[src/rtl/gradient_map_pixel_core_macros.svh]
// Assertion macros used by the gradient map back end.
`ifndef GRADIENT_MAP_PIXEL_CORE_MACROS_SVH
`define GRADIENT_MAP_PIXEL_CORE_MACROS_SVH

// Condition must never hold outside reset.
`define GMP_ASSERT_NEVER(lbl, clk, rst, expr, msg) \
   lbl: assert property (@(posedge clk) disable iff (rst) !(expr)) else $error(msg);

// Antecedent in one cycle implies consequent in the next.
`define GMP_ASSERT_NEXT(lbl, clk, rst, ante, cons, msg) \
   lbl: assert property (@(posedge clk) disable iff (rst) (ante) |=> (cons)) else $error(msg);

`endif

[src/rtl/gmp_pkg.sv]
// Shared types and constants of the gradient map pixel core.
`default_nettype none
package gmp_pkg;

   // Request opcodes
   localparam logic OPC_LOAD  = 1'b0;
   localparam logic OPC_PIXEL = 1'b1;

   // Register indexes
   localparam logic CSR_REPLACE_MODE   = 1'b0;
   localparam logic CSR_SOURCE_CHANNEL = 1'b1;

   // Index source codes
   localparam logic [2:0] SRC_LUMA  = 3'd0;
   localparam logic [2:0] SRC_ALPHA = 3'd1;
   localparam logic [2:0] SRC_RED   = 3'd2;
   localparam logic [2:0] SRC_GREEN = 3'd3;
   localparam logic [2:0] SRC_BLUE  = 3'd4;

   // Fixed-point luma weights (sum is 1.0 in Q16)
   localparam logic [15:0] LUMA_R_COEF = 16'd19584;
   localparam logic [15:0] LUMA_G_COEF = 16'd38464;
   localparam logic [15:0] LUMA_B_COEF = 16'd7488;

   localparam logic [7:0]  ALPHA_OPAQUE = 8'd255;
   localparam logic [7:0]  INDEX_MAX    = 8'd255;
   // ceil(2^23 / 255): exact x/255 for x below 65536
   localparam logic [15:0] DIV255_MUL   = 16'd32897;
   localparam int          DIV255_SHIFT = 23;
   // Reciprocal precision for c*255/alpha
   localparam int          RECIP_SHIFT  = 24;

   localparam int QUEUE_DEPTH_DEFAULT = 4;

   // How the back end forms the result
   typedef enum logic [1:0] {
      KIND_LOAD,
      KIND_PASS,
      KIND_ZERO,
      KIND_SCALE
   } kind_type;

   typedef struct packed {
      logic       replace_mode;
      logic [2:0] source_channel;
   } cfg_type;

   // Classified request travelling front to back
   typedef struct packed {
      kind_type    kind;
      logic        luma;
      logic        divide;
      logic [7:0]  v0;
      logic [7:0]  v1;
      logic [7:0]  v2;
      logic [7:0]  alpha;
      logic [7:0]  ld_index;
      logic [31:0] ld_data;
   } item_type;

endpackage
`default_nettype wire

[src/rtl/gmp_front.sv]
// Front end: accepts requests and classifies them for the back end.
`default_nettype none
module gmp_front (
   input  wire             req_valid,
   input  wire             req_opcode,
   input  wire [7:0]       req_entry_index,
   input  wire [7:0]       req_entry_red,
   input  wire [7:0]       req_entry_green,
   input  wire [7:0]       req_entry_blue,
   input  wire [7:0]       req_entry_alpha,
   input  wire [7:0]       req_pixel_red,
   input  wire [7:0]       req_pixel_green,
   input  wire [7:0]       req_pixel_blue,
   input  wire [7:0]       req_pixel_alpha,
   input  gmp_pkg::cfg_type cfg,
   input  wire             queue_full,
   output logic            req_stall,
   output logic            push,
   output gmp_pkg::item_type push_item
);
   import gmp_pkg::*;

   logic [2:0] sel;
   logic [7:0] chan;
   logic       a_zero;
   logic       a_opaque;

   assign req_stall = queue_full;
   assign push      = req_valid && !queue_full;

   // Unused source codes fall back to luma
   assign sel = (cfg.source_channel > SRC_BLUE) ? SRC_LUMA : cfg.source_channel;

   always_comb begin
      unique case (sel)
         SRC_RED:   chan = req_pixel_red;
         SRC_GREEN: chan = req_pixel_green;
         SRC_BLUE:  chan = req_pixel_blue;
         default:   chan = req_pixel_alpha;
      endcase
   end

   assign a_zero   = (req_pixel_alpha == 8'd0);
   assign a_opaque = (req_pixel_alpha == ALPHA_OPAQUE);

   // Classification
   always_comb begin
      push_item          = '0;
      push_item.alpha    = req_pixel_alpha;
      push_item.ld_index = req_entry_index;
      push_item.ld_data  = {req_entry_alpha, req_entry_blue, req_entry_green, req_entry_red};
      if (req_opcode == OPC_LOAD) begin
         push_item.kind = KIND_LOAD;
      end else if (cfg.replace_mode) begin
         push_item.kind = KIND_PASS;
         priority if (sel == SRC_ALPHA) begin
            push_item.v0 = req_pixel_alpha;
         end else if (a_zero) begin
            push_item.v0 = 8'd0;
         end else if (sel == SRC_LUMA) begin
            push_item.luma = 1'b1;
         end else begin
            push_item.v0 = chan;
         end
      end else if (a_zero) begin
         push_item.kind = KIND_ZERO;
      end else begin
         push_item.kind   = a_opaque ? KIND_PASS : KIND_SCALE;
         push_item.divide = !a_opaque && (sel != SRC_ALPHA);
         push_item.luma   = (sel == SRC_LUMA);
         push_item.v0     = chan;
      end
      if (push_item.luma) begin
         push_item.v0 = req_pixel_red;
         push_item.v1 = req_pixel_green;
         push_item.v2 = req_pixel_blue;
      end
   end

endmodule
`default_nettype wire

[config.mk]
export PLATFORM = sky130hd
export DESIGN_NAME = gmp_front
export DESIGN_NICKNAME = d
export VERILOG_FILES = /design/src/rtl/gradient_map_pixel_core_macros.svh /design/src/rtl/gmp_pkg.sv /design/src/rtl/gmp_front.sv
export SDC_FILE = /design/constraint.sdc
export NUM_CORES = 1
export LEC_CHECK = 0
export BUFFER_PORTS_ARGS = -buffer_cell sky130_fd_sc_hd__buf_2
export CAP_MARGIN = 20
export CELL_PAD_IN_SITES_DETAIL_PLACEMENT = 0
export CELL_PAD_IN_SITES_GLOBAL_PLACEMENT = 1
export CORE_MARGIN = 2
export CORE_UTILIZATION = 18
export DETAILED_ROUTE_END_ITERATION = 10
export PLACE_DENSITY = 0.93
export SLEW_MARGIN = 20
export SYNTH_ARGS = -nofsm -noshare
export SYNTH_HDL_FRONTEND = slang
export SYNTH_SLANG_ARGS = --single-unit
[constraint.sdc]
create_clock -name vclk -period 2.4
set_input_delay 0.48 -clock vclk [all_inputs]
set_output_delay 0.48 -clock vclk [all_outputs]
set_load 0.01 [all_outputs]
==> summary.txt <==
Multi-input gate area - 524 sq um
Pleak - 0.521 nW
critical path capture point type - output pin
count of cell types in the netlist - 24
PostCTS Resize Cnt - 3
Placement Rows - 26
CP arrival - 1800 ps
ant diodes - 0
routability cong. - 0.721
share of layout cells above drive strength 1 - 59.7%
post-synthesis xor/xnor area fraction - 0.938%
Layout Nets - 230
main combinational cell family by area after synthesis - buffers and inverters
status - complete, no violations
DRC viols - 0
pwr/cell area - 177 nW/um^2
Initial Util - 18.5%
seq_cells - 0
Seq. cell area - 0 sq um
ANT nets after route - 0
adder-cell area share of the yosys netlist - 0%
final hold violations - 0
wire length per cell - 14.6 um
area of the die - 5780 sq um
initial antenna violation count - 0
crit path kind - in -> out
Max Fclk - 438 MHz
crit path from - req_pixel_alpha[2]
RSZ-0062 raised after global routing - no
total gr overflow - 0
post-layout min period - 2280 ps
placed wire-length estimate - 2.62 mm
pre-CTS setup slack - -64.4 ps
critical path fanouts, max - 25
largest net degree at the start of global routing - 26
Mapped Cells - 124
Net Count, Synth - 203
via count - 931
Ys Warns - 0
Post-DP Area - 1010 sq um
width of the die - 76.0 um
final worst-path cycle share - 95.0%
Final WS setup - 119 ps
number of global-route vias before repair - 894
worst slew pin tran - 475 ps
VDD IR max - 0.0663 mV
register area share after synthesis - 0%
post-CTS setup buffers - 0
Worst Setup Start Kind - input port
Cell Area, Synth - 933 sq um
area delta synth->final - 9.65%
WP data required - 1920 ps
Iter 0 DRT Violations - 14
detailed-router iteration count before antenna repair - 4
port bufs - 77
clock buf count - 0
pins over their slew limit - 0
Post-CTS Hold Fix Bufs - 0
Layout Cells excl Fill - 219
Design Power - 0.181 mW
mux cell area share after synthesis - 0%
min-delay worst type - in -> out
worst setup path endpoint - push_item[66]
design area - 1020 sq um
all-layer global routing usage - 10.3%
utilization after layout - 20.3%
syn_area_per_cell - 7.53 sq um
Relative slew margins - 68.3%
drt total wl - 3.20 mm
Max Cap Viol - 0
final setup fails - 0
Placed Cells - 219
DR vias/cell - 4.25
simple-gate share of the synthesized area - 28.0%
first-pass GRT wire length - 4.83 mm
post-synthesis compound-gate area fraction - 26.1%
core outline area - 5040 sq um
# fillers - 583
I/O pin count - 157
Die Y - 76.0 um
[power by group]
group / internal [mW] / switching (mW)
Sequential: 0 / 0
Clock: 0 / 0
Combinational: 0.0850 / 0.0964
Total: 0.0850 / 0.0964
[Yosys cell counts, drive strengths merged]
library cell  number  area share [%]
a21bo              1             1.1
a21oi              1            0.54
a221o              8             8.6
a22oi              8             6.4
and2              25              17
buf               54              44
clkbuf             1            0.40
inv                1            0.40
nand2              1            0.40
nand4              2             1.3
nor2               4             1.9
nor2b              3             2.3
nor3b              1            0.80
nor4               2             2.7
nor4b              1             1.6
o21a               1            0.80
o2bb2ai            8             7.5
o311a              1             1.2
xnor2              1            0.94
[placed cells by master, fill, tap and decap left out, types with 2 or more instances in the layout]
cell type   n
nor2_1      2
a22oi_1     8
nor2b_2     2
buf_4       3
nand4_1     2
o2bb2ai_1   8
buf_2      77
nor4_2      2
a221o_1     8
and2_1     24
[metal layers]
| metal | vias up | part of all wire (%) | track usage (%) |
|---|---|---|---|
| li1 | 443 | - | - |
| met4 | 0 | 2.9 | 2.55 |
| met3 | 18 | 6.9 | 0.829 |
| met1 | 423 | 40 | 12.2 |
| met2 | 47 | 50 | 19.8 |
| met5 | - | 0 | 0 |
[worst min path at each step]
| stage | from | to | depth (start not counted) |
|---|---|---|---|
| 6_report | req_entry_red[0] | push_item[0] | 0 |
| 4_1_cts | req_entry_green[3] | push_item[11] | 0 |
| 3_3_place_gp | req_entry_green[3] | push_item[11] | 0 |
| 2_1_floorplan | queue_full | push | 1 |
| 5_1_grt | req_entry_index[4] | push_item[36] | 0 |
| 3_5_place_dp | req_entry_green[3] | push_item[11] | 0 |
[layout make-up]
type,count,area share (%)
Inverter,1,0.367
Multi-Input combinational cell,68,51.2
Tap cell,70,8.56
Timing Repair Buffer,80,39.9
[worst max-delay path, cell delays in order]
cell and delay, ps:
buf_2 120, nor4_2 340, a21bo_1 230, nor2_4 120, a221o_1 370, buf_2 140
[per-stage QoR]
step                      hold WS [ps]  setup TNS [ps]
after detailed placement           960            -671
after global routing               960               0
after CTS                          960               0
final                              960               0
after floorplan                   1010               0
after global placement             960            -132
[cell families after synthesis]
group                  count (synthesis)
AO/OA/AOI/OAI                         28
XOR/XNOR                               1
buffers and inverters                 56
AND/OR/NAND/NOR                       39
Note: power is estimated with default switching activity, not from simulation.
