[config.mk]
export PLATFORM = sky130hd
export DESIGN_NAME = gmp_queue
export DESIGN_NICKNAME = d
export VERILOG_FILES = /design/src/rtl/gradient_map_pixel_core_macros.svh /design/src/rtl/gmp_pkg.sv /design/src/rtl/gmp_queue.sv
export SDC_FILE = /design/constraint.sdc
export NUM_CORES = 1
export LEC_CHECK = 0
export BUFFER_PORTS_ARGS = -buffer_cell sky130_fd_sc_hd__buf_2
export CELL_PAD_IN_SITES_DETAIL_PLACEMENT = 1
export CELL_PAD_IN_SITES_GLOBAL_PLACEMENT = 1
export CORE_ASPECT_RATIO = 1.1
export CORE_MARGIN = 2
export CORE_UTILIZATION = 50
export CTS_CLUSTER_DIAMETER = 60
export CTS_CLUSTER_SIZE = 25
export DETAILED_ROUTE_END_ITERATION = 6
export HOLD_SLACK_MARGIN = 0.15
export PLACE_DENSITY = 0.82
export SLEW_MARGIN = 20
export SYNTH_ARGS = -nofsm -noshare
export SYNTH_HDL_FRONTEND = slang
export SYNTH_SLANG_ARGS = --single-unit
[constraint.sdc]
create_clock -name clock -period 3.9 [get_ports clock]
set_input_delay 0.975 -clock clock [delete_from_list [all_inputs] [get_ports clock]]
set_output_delay 0.975 -clock clock [all_outputs]
set_load 0.02 [all_outputs]
[src/rtl/gradient_map_pixel_core_macros.svh]
// Assertion macros used by the gradient map back end.
`ifndef GRADIENT_MAP_PIXEL_CORE_MACROS_SVH
`define GRADIENT_MAP_PIXEL_CORE_MACROS_SVH

// Condition must never hold outside reset.
`define GMP_ASSERT_NEVER(lbl, clk, rst, expr, msg) \
   lbl: assert property (@(posedge clk) disable iff (rst) !(expr)) else $error(msg);

// Antecedent in one cycle implies consequent in the next.
`define GMP_ASSERT_NEXT(lbl, clk, rst, ante, cons, msg) \
   lbl: assert property (@(posedge clk) disable iff (rst) (ante) |=> (cons)) else $error(msg);

`endif

[src/rtl/gmp_pkg.sv]
// Shared types and constants of the gradient map pixel core.
`default_nettype none
package gmp_pkg;

   // Request opcodes
   localparam logic OPC_LOAD  = 1'b0;
   localparam logic OPC_PIXEL = 1'b1;

   // Register indexes
   localparam logic CSR_REPLACE_MODE   = 1'b0;
   localparam logic CSR_SOURCE_CHANNEL = 1'b1;

   // Index source codes
   localparam logic [2:0] SRC_LUMA  = 3'd0;
   localparam logic [2:0] SRC_ALPHA = 3'd1;
   localparam logic [2:0] SRC_RED   = 3'd2;
   localparam logic [2:0] SRC_GREEN = 3'd3;
   localparam logic [2:0] SRC_BLUE  = 3'd4;

   // Fixed-point luma weights (sum is 1.0 in Q16)
   localparam logic [15:0] LUMA_R_COEF = 16'd19584;
   localparam logic [15:0] LUMA_G_COEF = 16'd38464;
   localparam logic [15:0] LUMA_B_COEF = 16'd7488;

   localparam logic [7:0]  ALPHA_OPAQUE = 8'd255;
   localparam logic [7:0]  INDEX_MAX    = 8'd255;
   // ceil(2^23 / 255): exact x/255 for x below 65536
   localparam logic [15:0] DIV255_MUL   = 16'd32897;
   localparam int          DIV255_SHIFT = 23;
   // Reciprocal precision for c*255/alpha
   localparam int          RECIP_SHIFT  = 24;

   localparam int QUEUE_DEPTH_DEFAULT = 4;

   // How the back end forms the result
   typedef enum logic [1:0] {
      KIND_LOAD,
      KIND_PASS,
      KIND_ZERO,
      KIND_SCALE
   } kind_type;

   typedef struct packed {
      logic       replace_mode;
      logic [2:0] source_channel;
   } cfg_type;

   // Classified request travelling front to back
   typedef struct packed {
      kind_type    kind;
      logic        luma;
      logic        divide;
      logic [7:0]  v0;
      logic [7:0]  v1;
      logic [7:0]  v2;
      logic [7:0]  alpha;
      logic [7:0]  ld_index;
      logic [31:0] ld_data;
   } item_type;

endpackage
`default_nettype wire

[src/rtl/gmp_queue.sv]
// Short request queue decoupling front and back end.
`default_nettype none
module gmp_queue #(
   parameter int DEPTH = gmp_pkg::QUEUE_DEPTH_DEFAULT
) (
   input  wire               clock,
   input  wire               reset,
   input  wire               push,
   input  gmp_pkg::item_type push_item,
   input  wire               pop,
   output gmp_pkg::item_type head,
   output logic              full,
   output logic              empty
);
   import gmp_pkg::*;

   localparam int PW = (DEPTH > 1) ? $clog2(DEPTH) : 1;
   localparam int CW = $clog2(DEPTH + 1);

   item_type        slot_ff [DEPTH];
   logic [PW-1:0]   wr_ptr_ff, wr_ptr_in;
   logic [PW-1:0]   rd_ptr_ff, rd_ptr_in;
   logic [CW-1:0]   count_ff, count_in;
   logic            do_push, do_pop;

   assign full    = (count_ff == CW'(DEPTH));
   assign empty   = (count_ff == '0);
   assign head    = slot_ff[rd_ptr_ff];
   assign do_push = push && !full;
   assign do_pop  = pop && !empty;

   // Pointer and count update
   always_comb begin
      wr_ptr_in = wr_ptr_ff;
      rd_ptr_in = rd_ptr_ff;
      count_in  = count_ff;
      if (do_push) begin
         wr_ptr_in = (wr_ptr_ff == PW'(DEPTH - 1)) ? '0 : wr_ptr_ff + 1'b1;
      end
      if (do_pop) begin
         rd_ptr_in = (rd_ptr_ff == PW'(DEPTH - 1)) ? '0 : rd_ptr_ff + 1'b1;
      end
      if (do_push && !do_pop) begin
         count_in = count_ff + 1'b1;
      end else if (do_pop && !do_push) begin
         count_in = count_ff - 1'b1;
      end
   end

   always_ff @(posedge clock) begin
      if (reset) begin
         wr_ptr_ff <= '0;
         rd_ptr_ff <= '0;
         count_ff  <= '0;
      end else begin
         wr_ptr_ff <= wr_ptr_in;
         rd_ptr_ff <= rd_ptr_in;
         count_ff  <= count_in;
      end
   end

   // Storage
   always_ff @(posedge clock) begin
      if (do_push) begin
         slot_ff[wr_ptr_ff] <= push_item;
      end
   end

endmodule
`default_nettype wire

==> impl_metrics.ini, run 1 <==
[min_path]
hp-class = reg2reg

[clock_network]
cts-root-buf = clkbuf_16
cts_setup_buffers = 0
cts_tree = yes
ctsResizeCount = 0
cts_buffers = 19
clk_path_buf_depth = 3
cts_hold_buf = 0
clkSlewWorstSetupHoldPaths_ns = 0.09
clock_sinks = 313
h-tree-depth = 1
clkLatencyLatePin_ns = 0.51

[sta]
rsz0062_at_grt = false
finalSetupTns_ns = 0
hold_viol = 0
worstMarginPinSlew_ns = 0.7244
period_share_pct = 83.57
skew_ns = 0.02042
final_max_slew_viol_count = 0
whs_ns = 0.5284
slew-limit-headroom_pct = 51.29
setup_viol = 0
fmax_ghz = 0.3068
finalCriticalPeriod_ns = 3.259

[floorplan]
dieArea_um2 = 24190
core_um2 = 22710
ioPinCount = 158
start_util_pct = 50.55
die_h_um = 162.9
dieWidth_um = 148.5
placementRows = 58

[route]
wl_per_cell_um = 24.10
detailedRoute.firstPassIterationCount = 4
vias_per_cell = 5.484
vias = 5078
drtIter0Drc = 265
drtAntennaViolNets = 0
drt_drc_violations_left = 0
routed_wl_um = 22320

[synth]
syn_inst = 447
netlist_area_um2 = 11480
syn-num-nets = 534
synth_ff_type = edfxtp_1
synth_area_leader_cell = edfxtp_1
async_reset_ff_share_pct = 0
ys_ff_latch = 313
synth_edf_count = 304
ys_types = 26
synth.most_common_cell = edfxtp_1
yosysSeqAreaShare_pct = 81.08
syn_avg_cell_area_um2 = 25.68
synth_commonest_cells = 304 x edfxtp_1, 76 x mux4_2, 9 x dfxtp_1
yosys-top-cells-area = edfxtp_1 80%, mux4_2 15%, dfxtp_1 1.6%
synth_top_area_share_pct = 79.51
yosysWarnings = 0

[setup_path]
path_cells = buf_12 > mux4_2 > buf_2
path_class = reg2out
critPathMaxFanout = 31
crit_buf_inv = 2
startpoint_type = register
cp-end-kind = output port
crit_required_ns = 2.92
crit_arrival_ns = 2.28
crit_family = flip-flops
worst_path_largest_cell_delay_ns = 0.68
worst_path_max_delay_cell = dfxtp_4

[global_route]
grt_pass1_wl_um = 34150
grt_util_met1_pct = 22.70
gr-usage-met3_pct = 4.062
grt.busiest_layer = met2
antenna_found_initial = 4
grt_overflow = 0
grt_start_max_net_pins = 49
grt_use_met2_pct = 34.62
grt.total_usage_pct = 18.98
grt_pass1_vias = 5871

[run_status]
status = complete, no violations

[pwr]
powerDensity_nw_per_um2 = 627.6
peakVddDrop_mv = 0.3715
p_leak_nw = 4.385

[layout]
drive_gt1_share_pct = 44.30
multi_input_area_um2 = 1994
regArea_um2 = 9316
syn_to_final_growth_pct = 15.41
fin_nets = 700
fill_cells = 1900

[placement]
io_buffers = 157
routabilityCongestion = 0.7227
hpwl_um = 14260

[flow_run]
cap_violations = 0
state kept, by name, indices dropped and copies added, names as in the netlist, named ones only:
register / flops
count_ff: 3
rd_ptr_ff: 2
slot_ff: 304
wr_ptr_ff: 2
per-stage QoR:
step                util [%]  std cells  power (mW)  setup WS (ns)  cell area, µm²
global placement       55.61        892       6.248          1.153           12630
CTS                    58.30        923       8.440         0.5404           13240
global route           58.32        925       8.639         0.4736           13250
detailed placement     55.61        892       6.351          1.104           12630
finish                 58.33        926       8.315         0.6409           13250
floorplan                  -        447       5.711         0.6571           11480
path summary, 6_finish.rpt:
check	start	to	slack (ns)	cells after the start
max	register	head[27]	0.64	3
min	rd_ptr_ff[0]	register	0.53	2
max reg2reg	count_ff[1]	count_ff[2]	1.39	7
min reg2reg	rd_ptr_ff[0]	register	0.53	2
metal layers:
metal | wire (µm) | vias to the layer above
met3 | 1192 | 38
met4 | 479 | 2
met2 | 12110 | 136
met1 | 8519 | 2666
met5 | 16 | -
li1 | - | 2236
layout make-up:
class	count	area share, %
repair buffers	164	6.988
well taps	300	2.833
multi-input cells	110	15.05
flip-flops and latches	313	70.31
inverters	5	0.1416
diodes	3	0.05666
clock buffers	23	3.853
clock inverters	8	0.7649
power by group:
part / switching [mW] / internal [mW] / leakage, nW / total (mW)
Clock: 1.10 / 0.986 / 0.298 / 2.09
Sequential: 0.178 / 4.06 / 2.86 / 4.24
Combinational: 1.13 / 0.852 / 1.23 / 1.98
placed cells by master, fill, tap and decap left out, types with 2 or more instances in the layout:
| cell type | synthesis | layout |
|---|---|---|
| a21oi_1 | 3 | 3 |
| dfxtp_1 | 9 | 7 |
| dfxtp_4 | 0 | 2 |
| ha_1 | 6 | 6 |
| edfxtp_1 | 304 | 304 |
| buf_2 | 6 | 157 |
| mux4_2 | 76 | 76 |
| clkbuf_1 | 1 | 2 |
| xor2_1 | 2 | 2 |
| nor3_1 | 2 | 2 |
| mux2i_1 | 2 | 2 |
| nand3_1 | 2 | 2 |
| buf_12 | 5 | 7 |
| and3_4 | 0 | 4 |
| clkbuf_8 | 0 | 2 |
| clkbuf_16 | 0 | 19 |
| nor2_1 | 4 | 4 |
| clkinv_8 | 0 | 2 |
| inv_6 | 0 | 2 |
| or3_1 | 2 | 2 |
| o21ai_0 | 2 | 2 |
| inv_1 | 4 | 4 |
| diode_2 | 0 | 3 |
worst register-to-register path: cells and delay by family (launching register included):
family	cells	cell delay, ns
compound gates	2	0.82
xor+xnor	1	0.17
fa+ha+maj	2	0.71
buf+inv	1	0.07
flops	1	0.37
simple gates	1	0.31
logic make-up after synthesis:
logic type / count (synthesis) / synth area share, %
AOI/OAI and AO/OA: 7 / 0.3923
muxes: 78 / 15.08
buffers and inverters: 24 / 1.722
adders and majority gates: 7 / 0.8282
DFF: 313 / 81.08
xor gates and xnor gates: 2 / 0.1526
and+or+nand+nor: 16 / 0.7410
No activity file was read; power rests on OpenSTA's default activity.
==> inputs of run 2 (changes only) <==
--- a/config.mk
+++ b/config.mk
@@ -5,17 +5,18 @@
 export SDC_FILE = /design/constraint.sdc
 export NUM_CORES = 1
 export LEC_CHECK = 0
+export ABC_AREA = 1
 export BUFFER_PORTS_ARGS = -buffer_cell sky130_fd_sc_hd__buf_2
 export CELL_PAD_IN_SITES_DETAIL_PLACEMENT = 1
 export CELL_PAD_IN_SITES_GLOBAL_PLACEMENT = 1
 export CORE_ASPECT_RATIO = 1.1
 export CORE_MARGIN = 2
-export CORE_UTILIZATION = 50
+export CORE_UTILIZATION = 43
 export CTS_CLUSTER_DIAMETER = 60
 export CTS_CLUSTER_SIZE = 25
 export DETAILED_ROUTE_END_ITERATION = 6
 export HOLD_SLACK_MARGIN = 0.15
-export PLACE_DENSITY = 0.82
+export PLACE_DENSITY = 0.79
 export SLEW_MARGIN = 20
 export SYNTH_ARGS = -nofsm -noshare
 export SYNTH_HDL_FRONTEND = slang
==> constraint.sdc (replaced) <==
create_clock -name clock -period 2.96 [get_ports clock]
set_input_delay 0.74 -clock clock [delete_from_list [all_inputs] [get_ports clock]]
set_output_delay 0.74 -clock clock [all_outputs]
set_load 0.02 [all_outputs]
==> run 2 against run 1 <==
  * Die area rose by 20%
  * Synthesized cell count grew 80%
  * Cell count grew 44%
  * Sequential power rose by 31%
  * Critical path depth increased by 1
  * Register-to-register slack lost 0.64 ns
  * Non-clock buffer count grew 10
  * Final area rose by 4.2%
  * Worst hold slack worse by 0.11 ns
  * Critical endpoint is now head[66]
==> impl_metrics.ini, run 2 <==
[synth]
async_reset_ff_share_pct = 0
synthXorXnorAreaFrac_pct = 0.07363
yosys-top-cells-area = edfxtp_1 77%, o21ai_0 6.3%, nor2_1 4.8%
ys_types = 27
yosysWarnings = 0
synth.most_common_cell = edfxtp_1
synth_area_leader_cell = edfxtp_1
synthSimpleGateAreaFrac_pct = 6.332
ys_ff_latch = 313
synth_top_family_by_area = compound AO/OA/AOI/OAI gates
synth_edf_count = 304
yosysSeqAreaShare_pct = 78.26
synth_commonest_cells = 304 x edfxtp_1, 153 x nor2_1, 149 x o21ai_0
synth_top_area_share_pct = 76.74
netlist_area_um2 = 11900
synth_compound_area_share_pct = 10.78
syn_inst = 806
synth_ff_type = edfxtp_1
synthMuxAreaShare_pct = 0
synth-adder-area-share_pct = 0.7994
syn-num-nets = 893
syn_avg_cell_area_um2 = 14.76

[route]
drt_drc_violations_left = 0
detailedRoute.firstPassIterationCount = 5
wl_per_cell_um = 20.78
drtIter0Drc = 440
vias_per_cell = 5.420
routed_wl_um = 27720
vias = 7230
drtAntennaViolNets = 0

[sta]
fmax_ghz = 0.3536
hold_viol = 0
skew_ns = 0.01797
whs_ns = 0.4189
rsz0062_at_grt = false
finalCriticalPeriod_ns = 2.828
slew-limit-headroom_pct = 63.03
worstMarginPinSlew_ns = 0.5546
period_share_pct = 95.56
final_max_slew_viol_count = 0
setup_viol = 0

[setup_path]
path_class = reg2out
worst-path-stages = 4
crit_family = buffers and inverters
crit_buf_inv = 2
crit_arrival_ns = 2.09
path_cells = buf_16 > o21ai_0 > o22ai_1 > buf_2
crit_required_ns = 2.22
cp-end-kind = output port
worst_path_largest_cell_delay_ns = 0.42
ff2ff_path_depth = 9
worst_path_max_delay_cell = dfxtp_4
startpoint_type = register
critPathMaxFanout = 124

[layout]
syn_to_final_growth_pct = 16.11
mostFrequentLayoutCell = edfxtp_1
fin_nets = 1043
final_util_pct = 50.94
largest_reg_flops = 304
regArea_um2 = 9314
regMostFlops = slot_ff
multi_input_area_um2 = 2170
final_cell_mix = 304 x edfxtp_1, 157 x buf_2, 149 x nor2_1, 149 x o21ai_0, 71 x o22ai_1
fill_cells = 2737
reg.largest.list = slot_ff: 304 flops, count_ff: 3 flops
drive_gt1_share_pct = 24.79

[floorplan]
start_util_pct = 43.87
placementRows = 63
core_um2 = 27120
die_h_um = 178.4
dieWidth_um = 162.6
ioPinCount = 158
dieArea_um2 = 29010

[placement]
io_buffers = 157
hpwl_um = 16460
routabilityCongestion = 0.6979

[pwr]
p_leak_nw = 4.812
peakVddDrop_mv = 0.6012
powerDensity_nw_per_um2 = 928.1

[global_route]
grt.busiest_layer = met2
grt.total_usage_pct = 18.88
grt_overflow = 0
grt_pass1_vias = 7757
grt_use_met2_pct = 33.94
grt_start_max_net_pins = 125
grt_pass1_wl_um = 42340
antenna_found_initial = 6
gr-usage-met3_pct = 4.232
grt_util_met1_pct = 23.20

[clock_network]
clkLatencyLatePin_ns = 0.52
clkSlewWorstSetupHoldPaths_ns = 0.09
clock_sinks = 313
clk_path_buf_depth = 3
h-tree-depth = 1
cts-root-buf = clkbuf_16
cts_tree = yes
cts_buffers = 23
cts_hold_buf = 0
cts_setup_buffers = 0

[flow_run]
cap_violations = 0

[min_path]
hold_depth = 2
hp-class = in2reg

[run_status]
status = complete, no violations
-- run 2: changes by cell type after synthesis, moves of 4 or more --
cell / previous run / this run
nor2_1: 4 / 153
o21ai_0: 2 / 149
mux4_2: 76 / 0
o22ai_1: 0 / 71
nor2_2: 0 / 16
nand2_1: 1 / 14
clkbuf_1: 1 / 13
inv_1: 4 / 16
buf_8: 0 / 7
clkbuf_2: 0 / 7
o22ai_2: 0 / 5
and3_1: 4 / 0
o21ai_1: 0 / 4
-- run 2: worst paths after layout --
path                start  slack (ns)     endpoint
max              register        0.13     head[66]
min                 reset        0.42  count_ff[0]
max reg2reg   count_ff[1]        0.75  count_ff[1]
min reg2reg  rd_ptr_ff[0]        0.56     register
-- run 2: per-layer routing --
layer | wire [µm] | vias up | part of all wire (%)
met3 | 1630 | 33 | 5.9
li1 | - | 3323 | -
met1 | 11460 | 3683 | 41
met2 | 14220 | 187 | 51
met5 | 21 | - | 0.076
met4 | 393 | 4 | 1.4
-- run 2: cell type report --
cell class | count | share of cell area (%)
clock inverters | 17 | 1.277
inverters | 18 | 0.5798
well taps | 357 | 3.234
diodes | 5 | 0.09059
clock buffers | 24 | 4.194
repair buffers | 174 | 7.483
multi-input cells | 426 | 15.71
flip-flops and latches | 313 | 67.43
-- run 2: report_power, final --
part	switching (mW)	total, mW	internal, mW
clock network	1.58	3.17	1.59
logic	2.89	4.10	1.21
registers	0.150	5.54	5.40
total	4.63	12.8	8.19
-- run 2: what timing repair did --
action,CTS,global route
gates resized for setup,0,2
hold endpoints to repair,0,0
setup endpoints to repair,0,1
-- run 2: cell families (layout without fill, tap and decap cells) --
logic type	after synthesis	count (layout)
AO/OA/AOI/OAI	231	231
XOR/XNOR	1	1
adder cells (fa/ha/maj)	7	7
buffers and inverters	67	233
flip-flops	313	313
other	0	5
AND/OR/NAND/NOR	187	187
-- run 2: metrics by stage --
| stage | std cells | TNS (ns) | cell area [µm²] | setup slack, ns | power [mW] |
|---|---|---|---|---|---|
| 4_1_cts | 1329 | 0 | 13790 | 0.07192 | 12.97 |
| 3_3_place_gp | 1288 | 0 | 13030 | 0.6173 | 9.631 |
| 5_1_grt | 1331 | 0 | 13800 | 0.01571 | 13.49 |
| 2_1_floorplan | 806 | -113.93 | 11910 | -0.3748 | 8.375 |
| 6_report | 1334 | 0 | 13810 | 0.1316 | 12.82 |
| 3_5_place_dp | 1288 | 0 | 13030 | 0.5558 | 9.802 |
==> inputs of run 3 (changes only) <==
--- a/config.mk
+++ b/config.mk
@@ -16,7 +16,7 @@
 export CTS_CLUSTER_SIZE = 25
 export DETAILED_ROUTE_END_ITERATION = 6
 export HOLD_SLACK_MARGIN = 0.15
-export PLACE_DENSITY = 0.79
+export PLACE_DENSITY = 0.87
 export SLEW_MARGIN = 20
 export SYNTH_ARGS = -nofsm -noshare
 export SYNTH_HDL_FRONTEND = slang
==> run 3 against run 2 <==
  * Worst hold slack worse by 0.056 ns
  * Cell count increased by 0.67%
  * Critical endpoint is now head[64]
  * Sequential cell count unchanged
  * Setup slack lost 0.028 ns
  * Maximum frequency down 0.99%
==> impl_metrics.ini, run 3 (synthesis gave the netlist of run 2 again) <==
[clock_network]
clkSlewWorstSetupHoldPaths_ns = 0.09
cts_hold_buf = 0
cts_buffers = 25
clk_path_buf_depth = 3
clock_sinks = 313
clkLatencyLatePin_ns = 0.55
cts-root-buf = clkbuf_16
h-tree-depth = 1
cts_tree = yes

[sta]
setup_viol = 0
worstMarginPinSlew_ns = 0.5765
rsz0062_at_grt = true
hold_viol = 0
fmax_ghz = 0.3501
slew-limit-headroom_pct = 61.57
skew_ns = 0.02818
finalCriticalPeriod_ns = 2.857
final_max_slew_viol_count = 0
period_share_pct = 96.51

[global_route]
grt_overflow = 0
gr-usage-met3_pct = 4.255
grt_use_met2_pct = 35.30
grt_pass1_vias = 7947
antenna_found_initial = 5
grt_util_met1_pct = 23.79
grt.total_usage_pct = 19.52
grt.busiest_layer = met2
grt_start_max_net_pins = 82
grt_pass1_wl_um = 43740

[route]
vias_per_cell = 5.441
detailedRoute.firstPassIterationCount = 5
vias = 7307
wl_per_cell_um = 21.30
drtAntennaViolNets = 0
drtIter0Drc = 474
routed_wl_um = 28600
drt_drc_violations_left = 0

[setup_path]
path_cells = buf_16 > o21ai_0 > o22ai_1 > buf_2
cp-end-kind = output port
worst_path_largest_cell_delay_ns = 0.57
crit_family = flip-flops
crit_arrival_ns = 2.12
worst_path_max_delay_cell = dfxtp_4
startpoint_type = register
critPathMaxFanout = 66
crit_buf_inv = 2
crit_required_ns = 2.22
path_class = reg2out

[floorplan]
ioPinCount = 158
core_um2 = 27120
dieWidth_um = 162.6
placementRows = 63
dieArea_um2 = 29010
die_h_um = 178.4
start_util_pct = 43.87

[placement]
routabilityCongestion = 0.7086
hpwl_um = 16450
io_buffers = 157
place_inst = 1289

[layout]
fin_nets = 1048
fill_cells = 2709
mostFrequentLayoutCell = edfxtp_1
regArea_um2 = 9314
syn_to_final_growth_pct = 17.88
final-instance-count-excl-fill = 1343
multi_input_area_um2 = 2170
drive_gt1_share_pct = 25.61
final_cell_mix = 304 x edfxtp_1, 157 x buf_2, 149 x nor2_1
regMostFlops = slot_ff
reg.largest.list = slot_ff: 304 flops, count_ff: 3 flops
largest_reg_flops = 304

[pwr]
p_leak_nw = 4.897
total_power_mw = 13.30
powerDensity_nw_per_um2 = 948.5
peakVddDrop_mv = 0.7117

[min_path]
hp-class = in2reg

[flow_run]
cap_violations = 0

[run_status]
status = complete, no violations
[run 3: area by class of cell]
cell class              instances  share of cell area, %
clock inverters                20                  1.874
diodes                          6                 0.1071
inverters                      18                 0.5978
well taps                     357                  3.186
flip-flops and latches        313                  66.42
multi-input cells             426                  15.47
clock buffers                  26                  4.488
repair buffers                177                  7.852
[run 3: routing by layer]
metal | routed length, µm | part of all wire, %
met1 | 11710 | 41
met2 | 14620 | 51
met3 | 1782 | 6.2
met4 | 476 | 1.7
met5 | 11 | 0.038
[run 3: power breakdown]
group	switching [mW]	internal (mW)	leakage, nW
Clock	1.81	1.72	0.429
Combinational	2.93	1.26	1.61
Sequential	0.184	5.39	2.86
Total	4.93	8.37	4.90
[run 3: metrics by stage]
| stage | area [µm²] | worst slack (ns) | TNS, ns | hold WS [ns] | utilization [%] |
|---|---|---|---|---|---|
| 2_1_floorplan | 11910 | -0.3748 | -113.93 | 0.4827 | - |
| 3_3_place_gp | 13060 | 0.5979 | 0 | 0.5204 | 48.18 |
| 3_5_place_dp | 13060 | 0.4863 | 0 | 0.5533 | 48.18 |
| 4_1_cts | 14000 | -0.01083 | -0.02108 | 0.3457 | 51.63 |
| 5_1_grt | 14010 | -0.03683 | -0.03683 | 0.3661 | 51.66 |
| 6_report | 14020 | 0.1033 | 0 | 0.3630 | 51.71 |
[run 3: worst paths after layout]
kind | slack [ns] | from | endpoint | depth (start not counted)
worst max-delay path | 0.10 | register | head[64] | 4
worst min-delay path | 0.36 | reset | count_ff[0] | 2
worst max register to register | 0.93 | count_ff[1] | count_ff[2] | 12
worst min register to register | 0.58 | count_ff[2] | count_ff[2] | 4
[run 3: timing repair]
action / 4_1_cts / 5_1_grt
cloned: 1 / 0
endpoints found under the setup margin: 40 / 51
resized for setup: 2 / 3
setup buffers: 0 / 1
